===== config.mk =====
export PLATFORM = sky130hd
export DESIGN_NAME = scatter_gather_copy_planner
export DESIGN_NICKNAME = d
export VERILOG_FILES = /design/src/rtl/sgcp_pkg.sv /design/src/rtl/scatter_gather_copy_planner.sv /design/src/rtl/sgcp_in_reg.sv /design/src/rtl/sgcp_step.sv
export SDC_FILE = /design/constraint.sdc
export NUM_CORES = 2
export LEC_CHECK = 0
export BUFFER_PORTS_ARGS = -buffer_cell sky130_fd_sc_hd__buf_2
export CAP_MARGIN = 40
export CORE_MARGIN = 3
export CORE_UTILIZATION = 47
export DETAILED_ROUTE_END_ITERATION = 12
export SYNTH_ARGS = -nofsm -noshare
export SYNTH_HDL_FRONTEND = slang
export SYNTH_HIERARCHICAL = 1
export SYNTH_SLANG_ARGS = --single-unit

===== constraint.sdc =====
create_clock -name clk -period 16.48 [get_ports clk]
set_clock_uncertainty 0.2 [all_clocks]
set_input_delay 3.296 -clock clk [delete_from_list [all_inputs] [get_ports clk]]
set_output_delay 3.296 -clock clk [all_outputs]
set_load 0.05 [all_outputs]

===== src/rtl/sgcp_pkg.sv =====
// sgcp_pkg: shared types, codes and widths for the scatter-gather copy planner
// depends on nothing; used by every module under rtl
`default_nettype none

package sgcp_pkg;

  // field widths
  localparam int ADDR_BITS = 48;
  localparam int LEN_BITS  = 24;
  localparam int CNT_BITS  = 32;

  // command codes on the input transaction
  localparam logic [1:0] CMD_START = 2'd0;
  localparam logic [1:0] CMD_SRC   = 2'd1;
  localparam logic [1:0] CMD_DST   = 2'd2;

  // next-wanted codes on the result transaction
  localparam logic [1:0] NEED_SRC  = 2'd0;
  localparam logic [1:0] NEED_DST  = 2'd1;
  localparam logic [1:0] NEED_NONE = 2'd2;

  // status codes
  localparam logic ST_OK    = 1'b0;
  localparam logic ST_UNEXP = 1'b1;

  // transfer phase; the unused code reads as idle
  typedef enum logic [1:0] {
    PH_IDLE = 2'd0,
    PH_SRC  = 2'd1,
    PH_DST  = 2'd2
  } phase_t;

  // one input transaction
  typedef struct packed {
    logic [1:0]           cmd;
    logic [CNT_BITS-1:0]  start_offset;
    logic [CNT_BITS-1:0]  total_count;
    logic [ADDR_BITS-1:0] desc_addr;
    logic [LEN_BITS-1:0]  desc_length;
    logic                 desc_last;
  } item_t;

  // planner state carried from one transaction to the next
  typedef struct packed {
    phase_t               phase;
    logic [CNT_BITS-1:0]  skip_offset;
    logic [CNT_BITS-1:0]  bytes_left;
    logic [CNT_BITS-1:0]  copied_sum;
    logic [ADDR_BITS-1:0] src_addr;
    logic [LEN_BITS-1:0]  src_rem;
    logic                 src_last;
    logic [ADDR_BITS-1:0] dst_addr;
    logic [LEN_BITS-1:0]  dst_rem;
    logic                 dst_last;
  } state_t;

  // one result transaction
  typedef struct packed {
    logic                 seg_valid;
    logic [ADDR_BITS-1:0] seg_src_addr;
    logic [ADDR_BITS-1:0] seg_dst_addr;
    logic [LEN_BITS-1:0]  seg_length;
    logic [1:0]           need;
    logic                 done_res;
    logic [CNT_BITS-1:0]  copied_total;
    logic                 status;
  } result_t;

endpackage

`default_nettype wire


===== src/rtl/scatter_gather_copy_planner.sv =====
// Scatter-gather copy planner: one result transaction for every input transaction,
// one transaction per cycle sustained while out_ready is high; each passes the input
// register, then the result register. The per-transaction work (skip test, three-way
// minimum, address and count adds) sits between those two registers, and the planner
// state register closes its loop there, so transactions stall only on out_ready. A start
// transaction sets the source offset and byte count; the planner then asks for source
// or destination descriptors through out_need and emits at most one copy segment per
// descriptor. Descriptors that arrive unasked come back with out_status set and leave
// the state alone. Depends on sgcp_pkg, sgcp_in_reg and sgcp_step.
`default_nettype none

module scatter_gather_copy_planner (
  input  wire logic                           clk,
  input  wire logic                           rst_n,
  // input channel
  input  wire logic                           in_valid,
  output logic                                in_ready,
  input  wire logic [1:0]                     in_cmd,
  input  wire logic [sgcp_pkg::CNT_BITS-1:0]  in_start_offset,
  input  wire logic [sgcp_pkg::CNT_BITS-1:0]  in_total_count,
  input  wire logic [sgcp_pkg::ADDR_BITS-1:0] in_desc_addr,
  input  wire logic [sgcp_pkg::LEN_BITS-1:0]  in_desc_length,
  input  wire logic                           in_desc_last,
  // result channel
  output logic                                out_valid,
  input  wire logic                           out_ready,
  output logic                                out_seg_valid,
  output logic [sgcp_pkg::ADDR_BITS-1:0]      out_seg_src_addr,
  output logic [sgcp_pkg::ADDR_BITS-1:0]      out_seg_dst_addr,
  output logic [sgcp_pkg::LEN_BITS-1:0]       out_seg_length,
  output logic [1:0]                          out_need,
  output logic                                out_done_res,
  output logic [sgcp_pkg::CNT_BITS-1:0]       out_copied_total,
  output logic                                out_status
);

  sgcp_pkg::item_t   item_in;
  sgcp_pkg::item_t   item_q;
  logic              item_vld;
  logic              take;
  sgcp_pkg::state_t  state_r;
  sgcp_pkg::state_t  state_nxt;
  sgcp_pkg::result_t res_nxt;
  sgcp_pkg::result_t res_r;
  logic              out_vld_r;

  // pack the input ports
  always_comb begin
    item_in.cmd          = in_cmd;
    item_in.start_offset = in_start_offset;
    item_in.total_count  = in_total_count;
    item_in.desc_addr    = in_desc_addr;
    item_in.desc_length  = in_desc_length;
    item_in.desc_last    = in_desc_last;
  end

  // a held transaction moves on when the result register is free or draining
  assign take = item_vld && (!out_vld_r || out_ready);

  sgcp_in_reg u_in_reg (
    .clk      (clk),
    .rst_n    (rst_n),
    .in_valid (in_valid),
    .in_ready (in_ready),
    .item_i   (item_in),
    .take     (take),
    .vld_o    (item_vld),
    .item_o   (item_q)
  );

  sgcp_step u_step (
    .item   (item_q),
    .st     (state_r),
    .st_nxt (state_nxt),
    .res    (res_nxt)
  );

  // planner state
  always_ff @(posedge clk) begin
    if (!rst_n) begin
      state_r <= '0;
    end else if (take) begin
      state_r <= state_nxt;
    end
  end

  // result register valid
  always_ff @(posedge clk) begin
    if (!rst_n) begin
      out_vld_r <= 1'b0;
    end else if (!out_vld_r || out_ready) begin
      out_vld_r <= take;
    end
  end

  // result register payload
  always_ff @(posedge clk) begin
    if (take) begin
      res_r <= res_nxt;
    end
  end

  assign out_valid        = out_vld_r;
  assign out_seg_valid    = res_r.seg_valid;
  assign out_seg_src_addr = res_r.seg_src_addr;
  assign out_seg_dst_addr = res_r.seg_dst_addr;
  assign out_seg_length   = res_r.seg_length;
  assign out_need         = res_r.need;
  assign out_done_res     = res_r.done_res;
  assign out_copied_total = res_r.copied_total;
  assign out_status       = res_r.status;

  // a segment never has zero length
  a_seg_len: assert property (@(posedge clk) disable iff (!rst_n)
    out_valid && out_seg_valid |-> out_seg_length != '0)
    else $error("segment with zero length");

  // done flag agrees with the need code
  a_done_need: assert property (@(posedge clk) disable iff (!rst_n)
    out_valid |-> (out_done_res == (out_need == sgcp_pkg::NEED_NONE)))
    else $error("done flag and need code disagree");

  // an unexpected transaction carries no segment
  a_unexp_noseg: assert property (@(posedge clk) disable iff (!rst_n)
    out_valid && out_status == sgcp_pkg::ST_UNEXP |-> !out_seg_valid)
    else $error("segment emitted on unexpected transaction");

  // state only changes when a transaction moves through the step logic
  a_state_hold: assert property (@(posedge clk) disable iff (!rst_n)
    !take |=> $stable(state_r))
    else $error("planner state changed without a transaction");

endmodule

`default_nettype wire


===== src/rtl/sgcp_in_reg.sv =====
// sgcp_in_reg: input register stage with valid/ready handshake
// depends on sgcp_pkg for the transaction type
`default_nettype none

module sgcp_in_reg (
  input  wire logic            clk,
  input  wire logic            rst_n,
  input  wire logic            in_valid,
  output logic                 in_ready,
  input  wire sgcp_pkg::item_t item_i,
  input  wire logic            take,
  output logic                 vld_o,
  output sgcp_pkg::item_t      item_o
);

  logic            vld_r;
  sgcp_pkg::item_t item_r;

  // accept when empty or when the held transaction moves on this cycle
  assign in_ready = !vld_r || take;
  assign vld_o    = vld_r;
  assign item_o   = item_r;

  // valid flag
  always_ff @(posedge clk) begin
    if (!rst_n) begin
      vld_r <= 1'b0;
    end else if (in_ready) begin
      vld_r <= in_valid;
    end
  end

  // payload
  always_ff @(posedge clk) begin
    if (in_ready && in_valid) begin
      item_r <= item_i;
    end
  end

endmodule

`default_nettype wire


===== src/rtl/sgcp_step.sv =====
// sgcp_step: next-state and result logic for one transaction
// depends on sgcp_pkg for types, widths and codes
`default_nettype none

module sgcp_step (
  input  wire sgcp_pkg::item_t  item,
  input  wire sgcp_pkg::state_t st,
  output sgcp_pkg::state_t      st_nxt,
  output sgcp_pkg::result_t     res
);

  // pick the next phase once the transaction has been absorbed
  function automatic sgcp_pkg::phase_t settle(input sgcp_pkg::state_t s);
    sgcp_pkg::phase_t p;
    if (s.bytes_left == '0) begin
      p = sgcp_pkg::PH_IDLE;
    end else if (s.src_rem == '0) begin
      p = s.src_last ? sgcp_pkg::PH_IDLE : sgcp_pkg::PH_SRC;
    end else if (s.dst_rem == '0) begin
      p = s.dst_last ? sgcp_pkg::PH_IDLE : sgcp_pkg::PH_DST;
    end else begin
      p = sgcp_pkg::PH_IDLE;
    end
    return p;
  endfunction

  always_comb begin
    sgcp_pkg::state_t                s;
    logic                            ok;
    logic [sgcp_pkg::CNT_BITS-1:0]   len_ext;
    logic [sgcp_pkg::LEN_BITS-1:0]   m_sd;
    logic [sgcp_pkg::LEN_BITS-1:0]   n;

    s       = st;
    ok      = 1'b1;
    len_ext = sgcp_pkg::CNT_BITS'(item.desc_length);
    m_sd    = '0;
    n       = '0;
    res     = '0;

    // absorb the transaction
    unique case (item.cmd)
      sgcp_pkg::CMD_START: begin
        s             = '0;
        s.skip_offset = item.start_offset;
        s.bytes_left  = item.total_count;
        s.phase       = (item.total_count == '0) ? sgcp_pkg::PH_IDLE : sgcp_pkg::PH_SRC;
      end
      sgcp_pkg::CMD_SRC: begin
        if (st.phase == sgcp_pkg::PH_SRC) begin
          if (st.skip_offset >= len_ext) begin
            // whole descriptor lies before the offset
            s.skip_offset = st.skip_offset - len_ext;
            s.src_rem     = '0;
          end else begin
            s.src_addr    = item.desc_addr + sgcp_pkg::ADDR_BITS'(st.skip_offset);
            s.src_rem     = sgcp_pkg::LEN_BITS'(len_ext - st.skip_offset);
            s.skip_offset = '0;
          end
          s.src_last = item.desc_last;
        end else begin
          ok = 1'b0;
        end
      end
      sgcp_pkg::CMD_DST: begin
        if (st.phase == sgcp_pkg::PH_DST) begin
          s.dst_addr = item.desc_addr;
          s.dst_rem  = item.desc_length;
          s.dst_last = item.desc_last;
        end else begin
          ok = 1'b0;
        end
      end
      default: begin
        ok = 1'b0;
      end
    endcase

    // emit at most one segment and settle the phase
    if (item.cmd != sgcp_pkg::CMD_START && ok) begin
      if (s.src_rem != '0 && s.dst_rem != '0 && s.bytes_left != '0) begin
        m_sd = (s.src_rem <= s.dst_rem) ? s.src_rem : s.dst_rem;
        n    = (sgcp_pkg::CNT_BITS'(m_sd) <= s.bytes_left) ?
               m_sd : sgcp_pkg::LEN_BITS'(s.bytes_left);
        res.seg_valid    = 1'b1;
        res.seg_src_addr = s.src_addr;
        res.seg_dst_addr = s.dst_addr;
        res.seg_length   = n;
        s.src_addr   = s.src_addr + sgcp_pkg::ADDR_BITS'(n);
        s.src_rem    = s.src_rem - n;
        s.dst_addr   = s.dst_addr + sgcp_pkg::ADDR_BITS'(n);
        s.dst_rem    = s.dst_rem - n;
        s.bytes_left = s.bytes_left - sgcp_pkg::CNT_BITS'(n);
        s.copied_sum = s.copied_sum + sgcp_pkg::CNT_BITS'(n);
      end
      s.phase = settle(s);
    end

    // report fields
    unique case (s.phase)
      sgcp_pkg::PH_SRC: begin
        res.need     = sgcp_pkg::NEED_SRC;
        res.done_res = 1'b0;
      end
      sgcp_pkg::PH_DST: begin
        res.need     = sgcp_pkg::NEED_DST;
        res.done_res = 1'b0;
      end
      default: begin
        res.need     = sgcp_pkg::NEED_NONE;
        res.done_res = 1'b1;
      end
    endcase
    res.copied_total = s.copied_sum;
    res.status       = ok ? sgcp_pkg::ST_OK : sgcp_pkg::ST_UNEXP;

    st_nxt = s;
  end

endmodule

`default_nettype wire

=== Yosys cells after proc, flatten, opt, wreduce, memory -nomap -nowiden ===
Cells that the tools add are included.

* Flip-flop bits (word level): 542
* Output and inout bits: 159

* Add/sub/neg operators: 9
* $lt $le $gt $ge: 3
* Equality and inequality tests: 7
* Multiplexer cells: 32
* Reduce and logical (&&, ||, !) cells: 21

{| class="wikitable"
|+ Operators by type and width
! kind !! number
|-
| $mux 136 || 3
|-
| $pmux 73 s2 || 2
|-
| $mux 72 || 3
|-
| $mux 73 || 2
|-
| $mux 121 || 1
|-
| $add 48x24->48 || 2
|-
| $mux 24 || 3
|-
| $sub 24x24->24 || 3
|-
| $logic_not 32->1 || 2
|-
| $mux 32 || 2
|-
| $mux 64 || 1
|-
| $pmux 32 s2 || 1
|-
| $sub 32x24->32 || 2
|-
| $add 48x32->48 || 1
|-
| $logic_not 24->1 || 2
|-
| $mux 48 || 1
|-
| $reduce_bool 24->1 || 2
|-
| $add 32x24->32 || 1
|-
| $ge 32x24->1 || 1
|-
| $le 24x32->1 || 1
|-
| $reduce_bool 32->1 || 1
|-
| $le 24x24->1 || 1
|-
| $mux 2 || 6
|-
| $eq 2x1->1 const B || 3
|-
| 12 further kinds || 25
|}

=== Logic depth before layout (Yosys ltp) ===
* Word-level depth: 18
* Depth in mapped cells: 63

=== By module ===
The synthesis kept the hierarchy.

{| class="wikitable"
|+ Modules (own cells, without submodules)
! module !! times used !! cells each !! area each (µm²) !! seq. area each (µm²)
|-
| sgcp_step || 1 || 3,433 || 21,727.1 || 0.0
|-
| scatter_gather_copy_planner || 1 || 1,218 || 14,413.8 || 9,619.2
|-
| sgcp_in_reg || 1 || 144 || 4,231.6 || 4,194.0
|}

=== Least setup slack after synthesis ===
OpenSTA, ideal clock, no wires.

* Path kind: reg2reg
* Start: register u_in_reg.item_r (netlist bit u_in_reg/item_o[1])
* End: register res_r (netlist bit out_need[1]) (data pin)
* Data arrival time: 12.495 ns
* Setup slack: 3.534 ns
* Stages on the path, launching flop included: 58
* Cell sequence: edfxtp_1 > ha_1 > fa_1 > nand2b_1 > a211oi_2 > o21ai_2 > a2111oi_4 > or2_1 > buf_2 > clkbuf_1 > nor4_1 > nor3_1 > inv_1 > ha_1 > nand4_1 > nor4_1 > nand2_1 > and3_1 > [... 22 more ...] > a211oi_1 > o311ai_0 > nand3b_1 > a21oi_1 > a211o_1 > a311oi_1 > a221oi_1 > o21ai_0 > a21oi_1 > xor2_1 > nand2_1 > nor4_1 > nand2_1 > o211ai_1 > nor2_1 > a41o_1 > ha_1 > buf_4

{| class="wikitable"
|+ RTL lines
! element !! RTL line !! source
|-
| start, declared || sgcp_in_reg.sv:17 || <nowiki>sgcp_pkg::item_t item_r;</nowiki>
|-
| start signal, assigned || sgcp_in_reg.sv:36 || <nowiki>item_r <= item_i;</nowiki>
|-
| end signal, assigned || scatter_gather_copy_planner.sv:99 || <nowiki>res_r <= res_nxt;</nowiki>
|-
| end, declared || scatter_gather_copy_planner.sv:44 || <nowiki>sgcp_pkg::result_t res_r;</nowiki>
|}

==> results.toml <==
[timing]
rsz0062_at_grt = "false"
drv_slew = 0
finalCritPeriodShare_pct = 92.8
fin_crit_ns = 15.30
fin_setup_tns_ns = 0
max_clock_freq_ghz = 0.0654
slew_headroom_pct = 34.3
finalSetupViolCount = 0
tightest_slew_ns = 0.986
finalHoldViolations = 0

[routing]
route.vias.total = 37400
drt_iter0_markers = 3861
wl_um = 153000
postRouteAntennaNets = 0
avgRoutedWirePerCell_um = 24.8
via_per_inst = 6.05
dr.pass1.iters = 7
drc = 0

[clocking]
cts_tree = "done"
cts_buffers = 66
clk_latency_ns = 0.62
cts_sinks = 542
clockBufferDepth = 3
cts-resized-gates = 0
holdBufCountCts = 0
post-cts-setup-buffers = 0
clockRootBuffer = "clkbuf_16"
cts-htree-levels = 3
path_clk_slew_ns = 0.06

[worst_setup_path]
critPathCaptureType = "register"
worstSetupStartpointType = "register"
crit_required_ns = 16.62
r2r_cells = 47
ff2ff_setup_slack_ns = 1.18
crit_type = "register to register"
cpPeakStageDelay_ns = 0.74
r2r-start = "state_r[210]"
regToRegEndpoint = "out_done_res"
cp.arrival_ns = 15.44
critPathMostFrequentCell = "ha_1"
worstSetupStartpoint = "state_r[210]"
cpMaxStageDelayCell = "a22oi_4"
cp_max_fo = 27

[pwr]
p_leak_uw = 0.0178
peakVddDrop_mv = 0.0784
p_per_area_nw_per_um2 = 117
power_uw = 5290

[logic_synthesis]
synth_nets = 5156
synth_warnings = 6
synth-seq-cells = 542
synthArstFlopShare_pct = 0
yosysTopAreaCellShare_pct = 22.0
post-synth-top-area-cell = "edfxtp_1"
synth.area.top_cells = "edfxtp_1 (22%), dfxtp_1 (12%), nand2_1 (7.6%)"
synthFlopType = "edfxtp_1"
ys_seq_area_share_pct = 34.2
synth_edf_count = 296
syn_area_per_cell_um2 = 8.42
synth_area_um2 = 40400
synth_cells = 4795
synth_cell_types = 132

[global_route]
grt_usage_pct = 32.8
antenna_found_initial = 8
grt_pass1_vias = 34400
grt_overflow = 0
grt_max_degree = 118
grt_pass1_wl_um = 223000

[die]
start_util_pct = 47.9
io_pins = 302
row_count = 106
die_w_um = 299
die-area_um2 = 89500
die_y_um = 299
core_area_um2 = 84400

[outcome]
status = "completed"

[hold_path]
min_path_cells = 2
hold_class = "register to register"
hp-start = "state_r[164]"
whs_endpoint = "state_r[164]"

[placement]
io_buffers = 301
dp_hpwl_um = 116000
gp_congestion = 1.02

[layout]
fillers = 8096
drive_above_1_share_pct = 12.8
num-nets-final = 5344
area_delta_synth_final_pct = 11.7

[flow_run]
drv_cap = 0
logic make-up (layout without fill, tap and decap cells):
logic type               count (synthesis)  count (layout)  synth area share, %
AND/OR/NAND/NOR                       1755            1755                 19.6
AO/OA/AOI/OAI                         1136            1136                 18.8
flip-flops                             542             542                 34.2
buffers and inverters                  516             757                 5.74
XOR/XNOR                               309             309                 6.74
multiplexers                           298             298                 7.45
adder cells (fa/ha/maj)                239             239                 7.38
other                                    0               3                    0
layout by cell type (no fill, tap or decap), types with 72 or more instances in the layout:
cell | synthesis | layout
nand2_1 | 816 | 814
inv_1 | 209 | 209
nor2_1 | 421 | 417
a22oi_1 | 118 | 118
edfxtp_1 | 296 | 296
nand3_1 | 72 | 72
mux2i_1 | 291 | 291
buf_2 | 53 | 303
o21ai_0 | 208 | 207
dfxtp_1 | 246 | 246
nor3_1 | 80 | 80
buf_4 | 58 | 91
a21oi_1 | 297 | 292
ha_1 | 213 | 213
xor2_1 | 80 | 80
xnor2_1 | 227 | 227
synth_stat cells, types with 39 or more instances:
cell	count
a21o_1	67
a21oi_1	297
a22o_1	39
a22oi_1	118
and2_1	67
buf_2	53
buf_4	58
clkbuf_1	139
dfxtp_1	246
edfxtp_1	296
ha_1	213
inv_1	209
mux2i_1	291
nand2_1	816
nand3_1	72
nand4_1	42
nor2_1	421
nor3_1	80
o21ai_0	208
xnor2_1	227
xor2_1	80
worst max-delay path, delay by kind of cell, from the launching register on:
family | cells | cell delay (ns)
buf+inv | 2 | 0.27
simple gates | 19 | 5.56
xor+xnor | 1 | 0.22
fa+ha+maj | 6 | 2.01
flops | 1 | 0.39
compound gates | 19 | 6.35
cell type report:
| class | count | area, um^2 | share of cell area [%] |
|---|---|---|---|
| inverters | 227 | 860 | 1.91 |
| clock inverters | 40 | 405 | 0.899 |
| flip-flops and latches | 542 | 13800 | 30.6 |
| repair buffers | 409 | 2520 | 5.59 |
| multi-input cells | 3737 | 24300 | 53.9 |
| diodes | 3 | 7.51 | 0.0167 |
| well taps | 1134 | 1420 | 3.15 |
| clock buffers | 81 | 1750 | 3.88 |
how the worst max path moves through the flow:
| stage | to | cells past startpoint |
|---|---|---|
| CTS | out_done_res | 49 |
| detailed placement | out_done_res | 49 |
| finish | out_done_res | 47 |
| floorplan | out_need[1] | 57 |
| global placement | out_done_res | 48 |
| global route | out_done_res | 48 |
through the flow:
| stage | cell area [um^2] | utilization (%) | cells | setup WS (ns) | hold slack (ns) |
|---|---|---|---|---|---|
| 2_1_floorplan | 40400 | - | 4795 | 3.53 | 0.230 |
| 3_3_place_gp | 42600 | 50.5 | 6027 | 1.96 | 0.239 |
| 3_5_place_dp | 42900 | 50.9 | 6048 | 1.66 | 0.246 |
| 4_1_cts | 45100 | 53.4 | 6169 | 1.62 | 0.258 |
| 5_1_grt | 45100 | 53.4 | 6170 | 0.276 | 0.274 |
| 6_report | 45100 | 53.4 | 6173 | 1.18 | 0.256 |
sequential cells by signal, summed over array words and instances, names as in the netlist:
signal and flops:
state_r 244, u_in_reg/item_o 139, out_seg_dst_addr 48, out_seg_src_addr 48
out_copied_total 32, out_seg_length 24, out_need 2, out_done_res 1
out_seg_valid 1, out_status 1, out_valid 1, u_in_reg/vld_o 1
where the power goes:
part,switching (uW),internal [uW]
logic,1540,752
registers,44.5,1480
clock network,615,857
per-layer routing:
layer  routed length [um]  up-vias  track usage, %
li1                     -    17500               -
met1                65400    17900            45.0
met2                67500     1654            50.9
met3                12600      315            5.66
met4                 7400        4            14.3
met5                   21        -               0
Power figures use the tool's default switching activity.
